$ cat config.mk
export PLATFORM = sky130hd
export DESIGN_NAME = trial_division_prime_counter
export DESIGN_NICKNAME = d
export VERILOG_FILES = /design/src/rtl/tdpc_pkg.sv /design/src/rtl/trial_division_prime_counter.sv /design/src/rtl/tdpc_rem_unit.sv /design/src/rtl/tdpc_seq.sv
export SDC_FILE = /design/constraint.sdc
export NUM_CORES = 1
export LEC_CHECK = 0
export ABC_AREA = 1
export BUFFER_PORTS_ARGS = -buffer_cell sky130_fd_sc_hd__clkbuf_2
export CORE_ASPECT_RATIO = 1.2
export CORE_MARGIN = 2
export CORE_UTILIZATION = 40
export CTS_CLUSTER_SIZE = 14
export DETAILED_ROUTE_END_ITERATION = 6
export GPL_ROUTABILITY_DRIVEN = 0
export PLACE_DENSITY = 0.68
export SYNTH_ARGS = -nofsm -noshare
export SYNTH_HDL_FRONTEND = slang
export SYNTH_SLANG_ARGS = --single-unit
$ cat constraint.sdc
create_clock -name clk -period 17.42 [get_ports clk]
set_clock_uncertainty 0.2 [all_clocks]
set_input_delay 1.742 -clock clk [delete_from_list [all_inputs] [get_ports clk]]
set_output_delay 1.742 -clock clk [all_outputs]
set_load 0.005 [all_outputs]
$ cat src/rtl/tdpc_pkg.sv
// ============================================================================
// tdpc_pkg
// Shared widths, types and sequencer states for the trial-division prime
// counter.
// ============================================================================
package tdpc_pkg;

    localparam int VALUE_BITS = 16;
    localparam int COUNT_BITS = 20;

    // Remainder unit: quotient bits retired per cycle and cycles per divisor
    localparam int REM_STEPS  = 4;
    localparam int REM_CYCLES = (VALUE_BITS + REM_STEPS - 1) / REM_STEPS;
    localparam int PAD_BITS   = REM_CYCLES * REM_STEPS;
    localparam int REM_CNT_W  = $clog2(REM_CYCLES + 1);

    // Divisor never exceeds 2^ceil(VALUE_BITS/2); its square stays below 2^(VALUE_BITS+2)
    localparam int DIV_BITS   = (VALUE_BITS + 1) / 2 + 1;
    localparam int SQ_BITS    = VALUE_BITS + 2;

    localparam logic [COUNT_BITS-1:0] COUNT_MAX = {COUNT_BITS{1'b1}};

    typedef enum logic [1:0] {
        S_IDLE,
        S_CHECK,
        S_DIV,
        S_FINISH
    } state_t;

    // Status from the remainder unit back to the sequencer
    typedef struct packed {
        logic done;
        logic zero;
    } rem_status_t;

    // Finished test handed from the sequencer to the output stage
    typedef struct packed {
        logic                  valid;
        logic [VALUE_BITS-1:0] value;
        logic                  prime;
        logic                  first;
    } fin_t;

endpackage

$ cat src/rtl/trial_division_prime_counter.sv
// ============================================================================
// trial_division_prime_counter
// Tests a stream of unsigned values for primality by trial division and keeps
// a saturating running count of primes.
// ============================================================================
//
// Usage:
//   Input channel (in_valid / in_stall, value, first): one value per transfer.
//   in_stall is low only while the sequencer is idle; it rises for the whole
//   test. Set first to restart the prime count with that item.
//   Output channel (out_valid / out_stall, value_out, is_prime, prime_count):
//   one result per input transfer, in order. The result sits in an output
//   register, so the next value is taken while a result waits on out_stall.
//   A stalled result holds until it is taken; a finished test then waits in
//   the sequencer and holds further input.
//   Timing: every divisor d with d*d <= value costs one bound check plus
//   one pass of the single remainder unit (four quotient bits a cycle).
//   Values below four skip the remainder unit. Composites stop at their
//   smallest factor.
//   Reset: asynchronous, active low; clears the sequencer, the output valid
//   and the prime count. No clearing pass is needed.
//
module trial_division_prime_counter
    import tdpc_pkg::*;
(
    input  logic                  clk,
    input  logic                  rst_n,
    input  logic                  in_valid,
    output logic                  in_stall,
    input  logic [VALUE_BITS-1:0] value,
    input  logic                  first,
    output logic                  out_valid,
    input  logic                  out_stall,
    output logic [VALUE_BITS-1:0] value_out,
    output logic                  is_prime,
    output logic [COUNT_BITS-1:0] prime_count
);

    fin_t                  fin;
    logic                  slot_free;
    logic                  take;
    logic [COUNT_BITS-1:0] base;

    logic                  out_valid_reg;
    logic                  out_valid_next;
    logic [COUNT_BITS-1:0] count_reg;
    logic [COUNT_BITS-1:0] count_next;
    logic [VALUE_BITS-1:0] value_out_reg;
    logic                  is_prime_reg;

    // Output slot is free when empty or being drained this cycle
    assign slot_free = !out_valid_reg || !out_stall;
    assign take      = fin.valid && slot_free;

    tdpc_seq u_seq (
        .clk       (clk),
        .rst_n     (rst_n),
        .in_valid  (in_valid),
        .in_stall  (in_stall),
        .value     (value),
        .first     (first),
        .res_ready (slot_free),
        .fin       (fin)
    );

    // Restart from zero on first, then add this prime unless already saturated
    always_comb
    begin
        base       = fin.first ? '0 : count_reg;
        count_next = count_reg;
        if (take)
        begin
            count_next = (fin.prime && base != COUNT_MAX) ? base + 1'b1 : base;
        end
    end

    always_comb
    begin
        out_valid_next = out_valid_reg;
        if (take)
        begin
            out_valid_next = 1'b1;
        end
        else if (!out_stall)
        begin
            out_valid_next = 1'b0;
        end
    end

    always_ff @(posedge clk or negedge rst_n)
    begin
        if (!rst_n)
        begin
            out_valid_reg <= 1'b0;
            count_reg     <= '0;
        end
        else
        begin
            out_valid_reg <= out_valid_next;
            count_reg     <= count_next;
        end
    end

    // Load the result payload only on a transfer from the sequencer
    always_ff @(posedge clk)
    begin
        if (take)
        begin
            value_out_reg <= fin.value;
            is_prime_reg  <= fin.prime;
        end
    end

    assign out_valid   = out_valid_reg;
    assign value_out   = value_out_reg;
    assign is_prime    = is_prime_reg;
    assign prime_count = count_reg;

endmodule

$ cat src/rtl/tdpc_rem_unit.sv
// ============================================================================
// tdpc_rem_unit
// Iterative restoring remainder unit: several compare-and-subtract steps per
// cycle, reports whether the remainder of value by divisor is zero.
// ============================================================================
module tdpc_rem_unit
    import tdpc_pkg::*;
(
    input  logic                  clk,
    input  logic                  rst_n,
    input  logic                  start,
    input  logic [VALUE_BITS-1:0] dividend,
    input  logic [DIV_BITS-1:0]   divisor,
    output rem_status_t           status
);

    logic [REM_CNT_W-1:0] cnt_reg;
    logic [REM_CNT_W-1:0] cnt_next;
    logic [PAD_BITS-1:0]  dvd_reg;
    logic [PAD_BITS-1:0]  dvd_next;
    logic [DIV_BITS-1:0]  rem_reg;
    logic [DIV_BITS-1:0]  rem_next;
    logic [DIV_BITS-1:0]  dsr_reg;
    logic [DIV_BITS-1:0]  dsr_next;
    logic [DIV_BITS-1:0]  rem_step;

    // Retire REM_STEPS dividend bits, most significant first
    always_comb
    begin
        logic [DIV_BITS:0] r;
        logic [DIV_BITS:0] t;
        r = {1'b0, rem_reg};
        for (int i = 0; i < REM_STEPS; i++)
        begin
            t = {r[DIV_BITS-1:0], dvd_reg[PAD_BITS-1-i]};
            if (t >= {1'b0, dsr_reg})
            begin
                t = t - {1'b0, dsr_reg};
            end
            r = t;
        end
        rem_step = r[DIV_BITS-1:0];
    end

    always_comb
    begin
        cnt_next = cnt_reg;
        dvd_next = dvd_reg;
        rem_next = rem_reg;
        dsr_next = dsr_reg;
        if (start)
        begin
            cnt_next = REM_CNT_W'(REM_CYCLES);
            dvd_next = PAD_BITS'(dividend);
            rem_next = '0;
            dsr_next = divisor;
        end
        else if (cnt_reg != '0)
        begin
            cnt_next = cnt_reg - 1'b1;
            dvd_next = dvd_reg << REM_STEPS;
            rem_next = rem_step;
        end
    end

    assign status.done = (cnt_reg == REM_CNT_W'(1));
    assign status.zero = (rem_step == '0);

    always_ff @(posedge clk or negedge rst_n)
    begin
        if (!rst_n)
        begin
            cnt_reg <= '0;
        end
        else
        begin
            cnt_reg <= cnt_next;
        end
    end

    always_ff @(posedge clk)
    begin
        dvd_reg <= dvd_next;
        rem_reg <= rem_next;
        dsr_reg <= dsr_next;
    end

endmodule

$ cat src/rtl/tdpc_seq.sv
// ============================================================================
// tdpc_seq
// Sequencer for one primality test: walks divisors from two upward while the
// divisor squared does not exceed the value, driving the remainder unit.
// ============================================================================
module tdpc_seq
    import tdpc_pkg::*;
(
    input  logic                  clk,
    input  logic                  rst_n,
    input  logic                  in_valid,
    output logic                  in_stall,
    input  logic [VALUE_BITS-1:0] value,
    input  logic                  first,
    input  logic                  res_ready,
    output fin_t                  fin
);

    state_t                state_reg;
    state_t                state_next;
    logic [VALUE_BITS-1:0] value_reg;
    logic [VALUE_BITS-1:0] value_next;
    logic                  first_reg;
    logic                  first_next;
    logic                  prime_reg;
    logic                  prime_next;
    logic [DIV_BITS-1:0]   div_reg;
    logic [DIV_BITS-1:0]   div_next;
    logic [SQ_BITS-1:0]    sq_reg;
    logic [SQ_BITS-1:0]    sq_next;

    logic                  accept;
    logic                  too_small;
    logic                  past_root;
    logic                  rem_start;
    rem_status_t           rem_status;

    assign accept    = in_valid && !in_stall;
    assign too_small = (value_reg < VALUE_BITS'(2));
    assign past_root = (sq_reg > SQ_BITS'(value_reg));

    tdpc_rem_unit u_rem (
        .clk      (clk),
        .rst_n    (rst_n),
        .start    (rem_start),
        .dividend (value_reg),
        .divisor  (div_reg),
        .status   (rem_status)
    );

    // Next state
    always_comb
    begin
        state_next = state_reg;
        case (state_reg)
            S_IDLE:
            begin
                if (in_valid)
                begin
                    state_next = S_CHECK;
                end
            end
            S_CHECK:
            begin
                if (too_small || past_root)
                begin
                    state_next = S_FINISH;
                end
                else
                begin
                    state_next = S_DIV;
                end
            end
            S_DIV:
            begin
                if (rem_status.done)
                begin
                    state_next = rem_status.zero ? S_FINISH : S_CHECK;
                end
            end
            S_FINISH:
            begin
                if (res_ready)
                begin
                    state_next = S_IDLE;
                end
            end
            default:
            begin
                state_next = S_IDLE;
            end
        endcase
    end

    // Outputs and datapath
    always_comb
    begin
        in_stall   = 1'b1;
        rem_start  = 1'b0;
        value_next = value_reg;
        first_next = first_reg;
        prime_next = prime_reg;
        div_next   = div_reg;
        sq_next    = sq_reg;
        case (state_reg)
            S_IDLE:
            begin
                in_stall   = 1'b0;
                value_next = value;
                first_next = first;
                div_next   = DIV_BITS'(2);
                sq_next    = SQ_BITS'(4);
            end
            S_CHECK:
            begin
                prime_next = !too_small;
                rem_start  = !(too_small || past_root);
            end
            S_DIV:
            begin
                if (rem_status.done)
                begin
                    if (rem_status.zero)
                    begin
                        prime_next = 1'b0;
                    end
                    else
                    begin
                        // (d+1)^2 = d^2 + 2d + 1
                        div_next = div_reg + 1'b1;
                        sq_next  = sq_reg + SQ_BITS'({div_reg, 1'b0}) + SQ_BITS'(1);
                    end
                end
            end
            S_FINISH:
            begin
            end
            default:
            begin
            end
        endcase
    end

    assign fin.valid = (state_reg == S_FINISH);
    assign fin.value = value_reg;
    assign fin.prime = prime_reg;
    assign fin.first = first_reg;

    always_ff @(posedge clk or negedge rst_n)
    begin
        if (!rst_n)
        begin
            state_reg <= S_IDLE;
        end
        else
        begin
            state_reg <= state_next;
        end
    end

    always_ff @(posedge clk)
    begin
        if (accept || state_reg != S_IDLE)
        begin
            value_reg <= value_next;
            first_reg <= first_next;
        end
        prime_reg <= prime_next;
        div_reg   <= div_next;
        sq_reg    <= sq_next;
    end

endmodule

# --- Yosys cells after proc, flatten, opt, wreduce, memory -nomap -nowiden ---
# Index checks and enable logic that the tools add are counted.
classes:
  shift: 0
  n_reduce_logical: 21
  n_mux: 29
  n_bitwise: 0
  n_eq_ne: 11
  multipliers: 0
  n_lt_le_gt_ge: 6
  div_mod_pow: 0
  addsub: 9
ops:
  columns: ["operator", "n"]
  rows:
  - ["$mux 9", 6]
  - ["$ge 10x9->1", 4]
  - ["$mux 20", 2]
  - ["$mux 18", 2]
  - ["$pmux 18 s2", 1]
  - ["$sub 9x9->9", 4]
  - ["$mux 16", 2]
  - ["$add 20x1->20 const B", 1]
  - ["$ne 20x20->1 const B", 1]
  - ["$add 18x1->18 const B", 1]
  - ["$add 18x10->18", 1]
  - ["$gt 18x16->1", 1]
  - ["$pmux 9 s2", 1]
  - ["$lt 16x2->1 const B", 1]
  - ["$add 9x1->9 const B", 1]
  - ["$logic_not 9->1", 1]
  - ["$reduce_and 3->1", 3]
  - ["$mux 2", 4]
  - ["$ne 2x1->1 const B", 4]
  - ["$pmux 2 s4", 1]
  - ["$reduce_bool 2->1", 4]
  - ["$mux 1", 7]
  - ["$mux 3", 2]
  - ["$eq 2x2->1 const B", 2]
  - ["other kinds (11)", 19]
word_totals:
  rom_bits: 0
  mem_count: 0
  latch_bits: 0
  reg_bits: 122
  ram_bits: 0
  out_inout_bits: 39

# --- Logic depth before layout (Yosys ltp) ---
depth:
  word_depth: 12
  mapped_depth: 54
  depth_no_buf: 53

# --- By module ---
# From an unflattened synthesis, not the netlist that was laid out.
hier_totals:
  cells_unflattened: 1077
  hier_area_um2: 8604.5
by_module_without_submodules:
  columns: ["module", "area_per_inst_um2", "cells_per_inst", "seq_area_each_um2", "n_inst"]
  rows:
  - ["tdpc_rem_unit", 3618.5, 500, 1006.0, 1]
  - ["tdpc_seq", 2919.0, 330, 1401.3, 1]
  - ["trial_division_prime_counter", 2067.0, 247, 1036.0, 1]

# --- Worst setup path after synthesis ---
# Ideal clock, no wire load.
synth_timing:
  kind: "reg2reg"
  startpoint: "register u_seq.u_rem.dvd_reg[15]"
  endpoint: "register u_seq.div_reg[0] (enable)"
  path_stages_with_launch: 51
  arrival_time_ns: 7.732
  path_slack_ns: 9.060
  synth_period_minus_slack_ns: 8.360
  path_cell_list: "edfxtp_1 inv_1 ha_1 inv_1 fa_1 nand3_2 nand4_4 buf_2 o21ai_0 inv_1 ha_1 nand2_1 nor2_1 a21oi_1 inv_1 a21oi_2 nand3_4 buf_6 [... 15 more ...] ha_1 nand2_1 nand2_1 a21oi_1 nor2_1 nor2_1 o21ai_0 nand3_1 nand2_1 nand2_1 nand2_1 inv_1 nand3_4 nand2_1 nand2_1 nand2_1 nor2_2 a31oi_1"
synth_via:
  elab_chain_cells: 11
synth_rtl:
  columns: ["item", "line", "rtl"]
  rows:
  - ["from (decl)", "tdpc_rem_unit.sv:19", "logic [PAD_BITS-1:0] dvd_reg;"]
  - ["from (signal assigned)", "tdpc_rem_unit.sv:83", "dvd_reg <= dvd_next;"]
  - ["$sub 9x9->9 or $ge 10x9->1 (tied branches)", "tdpc_rem_unit.sv:38, tdpc_rem_unit.sv:36", null]
  - ["$mux 9 *", "tdpc_rem_unit.sv:36", "if (t >= {1'b0, dsr_reg})"]
  - ["$sub 9x9->9 or $ge 10x9->1 (tied branches)", "tdpc_rem_unit.sv:38, tdpc_rem_unit.sv:36", null]
  - ["$mux 9 *", "tdpc_rem_unit.sv:36", null]
  - ["$sub 9x9->9 or $ge 10x9->1 (tied branches)", "tdpc_rem_unit.sv:38, tdpc_rem_unit.sv:36", null]
  - ["$mux 9 *", "tdpc_rem_unit.sv:36", null]
  - ["$sub 9x9->9 or $ge 10x9->1 (tied branches)", "tdpc_rem_unit.sv:38, tdpc_rem_unit.sv:36", null]
  - ["$mux 9 *", "tdpc_rem_unit.sv:36", null]
  - ["$logic_not 9->1 *", "tdpc_rem_unit.sv:67", "assign status.zero = (rem_step == '0);"]
  - ["$ne 2x2->1 (no line) *", null, null]
  - ["$reduce_and 3->1 (no line) *", null, null]
  - ["to (signal assigned)", "tdpc_seq.sv:169", "div_reg <= div_next;"]
  - ["to (decl)", "tdpc_seq.sv:27", "logic [DIV_BITS-1:0] div_reg;"]
# Every way passes the cells marked *; elsewhere a longest branch is shown, timed or not.
# A chain may end at the register's enable or synchronous reset.

# --- Final worst setup path ---
layout_timing:
  startpoint: "register u_seq.u_rem.dsr_reg[1]"
  endpoint: "register u_seq.div_reg[5] (enable)"
layout_via:
  elab_chain_cells: 11
layout_rtl:
  columns: ["item", "line", "rtl"]
  rows:
  - ["from (decl)", "tdpc_rem_unit.sv:23", "logic [DIV_BITS-1:0] dsr_reg;"]
  - ["from (signal assigned)", "tdpc_rem_unit.sv:85", "dsr_reg <= dsr_next;"]
  - ["$sub 9x9->9 or $ge 10x9->1 (tied branches)", "tdpc_rem_unit.sv:38, tdpc_rem_unit.sv:36", null]
  - ["$mux 9", "tdpc_rem_unit.sv:36", null]
  - ["$sub 9x9->9 or $ge 10x9->1 (tied branches)", "tdpc_rem_unit.sv:38, tdpc_rem_unit.sv:36", null]
  - ["$mux 9", "tdpc_rem_unit.sv:36", null]
  - ["$sub 9x9->9 or $ge 10x9->1 (tied branches)", "tdpc_rem_unit.sv:38, tdpc_rem_unit.sv:36", null]
  - ["$mux 9", "tdpc_rem_unit.sv:36", null]
  - ["$sub 9x9->9 or $ge 10x9->1 (tied branches)", "tdpc_rem_unit.sv:38, tdpc_rem_unit.sv:36", null]
  - ["$mux 9 *", "tdpc_rem_unit.sv:36", null]
  - ["$logic_not 9->1 *", "tdpc_rem_unit.sv:67", null]
  - ["$ne 2x2->1 (no line) *", null, null]
  - ["$reduce_and 3->1 (no line) *", null, null]
# Marks and branches as above.

==> qor.txt <==
Multi-input logic area -> 0.00388 sq mm
Cell Area, Placed -> 0.00854 sq mm
Yosys reg bits -> 122
Worst setup SP type -> register
Commonest cells after routing, fill and taps aside -> nand2_1 (214), inv_1 (147), edfxtp_1 (87)
Vias per cell -> 4.98
WL met2 -> 9.18 mm
Synth Area in Adders -> 11.7%
Post-synthesis cell type count -> 48
Most used cell, CP -> nand2_1
Cells after Synth -> 935
Flip-flop and latch area -> 0.00344 sq mm
Fillers -> 1,904
Area leader, netlist -> edfxtp_1
Synth top area share -> 32.9%
Mean Syn Cell Area -> 8.48 sq um
HP Class -> reg -> reg
First-pass GRT wire length -> 29.1 mm
Fmax -> 122 MHz
Routed wire length -> 17.8 mm
CTS Sinks -> 122
Area of the core -> 0.0195 sq mm
Post-Syn Nets -> 1,027
Critical path type -> reg -> reg
Combinational family with the most area after synthesis -> simple AND/OR/NAND/NOR gates
Setup-failing EPs final -> 0
Post-synth EDFFs -> 87
Port Buf Inserts -> 59
Status -> finished, final reports clean
Largest net degree at the start of global routing -> 34
Slowest CP cell -> fa_1
Final Hold Fails -> 0
Vias in the first global route -> 6,259
DP HPWL -> 13.6 mm
Yosys warnings -> 0
Crit path max fanout -> 27
Synth area leaders -> edfxtp_1 (33%), ha_1 (10%), nand2_1 (10%)
Max Cap Violations -> 0
Total CTS buffers -> 17
Max FFs per register -> 20
Final worst slack -> 9.24 ns
Worst path max stage delay -> 0.55 ns
Hold_buf cts -> 0
Die width -> 133 microns
Commonest non-fill, non-tap cell in the layout -> nand2_1
Rel. slew slack -> 35.8%
Initial antenna violation count -> 0
Part of the cycle the worst path needs -> 47.0%
Std cell rows -> 56
RSZ-0062 raised after global routing -> false
Worst EP arrival -> 8.06 ns
Cell family with most CP delay -> simple AND/OR/NAND/NOR gates
Worst EP required -> 17.30 ns
Inserted Diodes -> 0
Post_cts resized -> 0
Fin area -> 0.00912 sq mm
Setup WS pre-CTS -> 9.31 ns
Simple-gate share of the synthesized area -> 22.7%
Fin util -> 46.8%
Top Metal Used -> met4
Slew of the pin with the lowest slew margin -> 0.960 ns
Wirelength per Cell -> 13.9 microns
CP endpoint kind -> register
CTS max path bufs -> 2
Post-route ant nets -> 0
Synth Flop Type -> edfxtp_1
Clk slew on worst S/H paths -> 0.06 ns
Layout area overhead -> 15.1%
Top-Level Pins -> 60
CTS tree -> yes
Setup TNS -> 0 ns
Compound-Gate Fraction of Synth Area -> 9.72%
Area of the mapped netlist -> 0.00793 sq mm
Final #Nets -> 1,100
Routed wl met3 -> 667 microns
Post-route met1 wirelength -> 7.38 mm
CTS root buffer -> clkbuf_16
Initial DRC Count -> 433
DRC Markers -> 0
Sequential area share after synthesis -> 43.4%
Post-CTS setup repair buffer count -> 0
Asr flop ratio synth -> 21.3%
Synth Area in XOR/XNOR -> 4.75%
Pre-antenna DRT Iters -> 5
Depth of the CTS H-tree -> 4
Post-layout min period -> 8.18 ns
Via count -> 6,382
Slew Viols, Final -> 0
Initial Utilization -> 40.7%
Grt total ovfl -> 0
All-layer global routing usage -> 17.5%
Die ar. -> 0.0210 sq mm
Die Ht -> 158 microns
Clk_lat worst skew -> 0.42 ns
Layout cells sized above 1 -> 12.5%
Multiplexer area fraction after synthesis -> 0%
Critical path buffer and inverter count -> 7
[per-layer routing]
layer	vias to the layer above	global-route usage, %
met5	-	0
met4	0	7.78
met2	128	31.5
met1	2959	19.8
met3	44	4.16
li1	3251	-
[synth_stat cells, types with 15 or more instances]
cell	n
nand3_1	53
xnor2_1	21
edfxtp_1	87
ha_1	66
xor2_1	22
nor2_1	74
inv_1	147
dfrtp_1	26
nand4_1	15
a21oi_1	60
nand2_1	214
o21ai_0	49
[kinds of logic (layout without fill, tap and decap cells)]
group,count (synthesis),after routing
AND/OR/NAND/NOR,398,398
buffers and inverters,160,246
AO/OA/AOI/OAI,141,141
flip-flops,122,122
adder cells (fa/ha/maj),71,71
XOR/XNOR,43,43
[metrics by stage]
stage	hold WS, ns	std cells
final	0.255	1282
after global routing	0.275	1282
after floorplan	0.227	935
after CTS	0.261	1282
after global placement	0.237	1250
after detailed placement	0.247	1250
[area by class of cell]
type                    instances  area share, %
multi-input cells             653           42.5
flip-flops and latches        122           37.7
inverters                     150           6.17
clock buffers                  17           4.66
repair buffers                 64           3.65
well taps                     261           3.58
clock inverters                15           1.69
[worst paths after layout]
kind                                             start                to  slack [ns]  cells past startpoint
worst min-delay path                   u_seq.prime_reg          is_prime        0.26                      0
min in group asynchronous                        rst_n    prime_count[3]        1.13                      1
worst min register to register         u_seq.prime_reg          is_prime        0.26                      0
max in group asynchronous                        rst_n   prime_count[18]       15.47                      1
worst max-delay path            u_seq.u_rem.dsr_reg[1]  u_seq.div_reg[5]        9.24                     45
worst max register to register  u_seq.u_rem.dsr_reg[1]  u_seq.div_reg[5]        9.24                     45
Power is not shown: default switching activity piles up to over one toggle a cycle in this logic, so the estimate is an artifact.
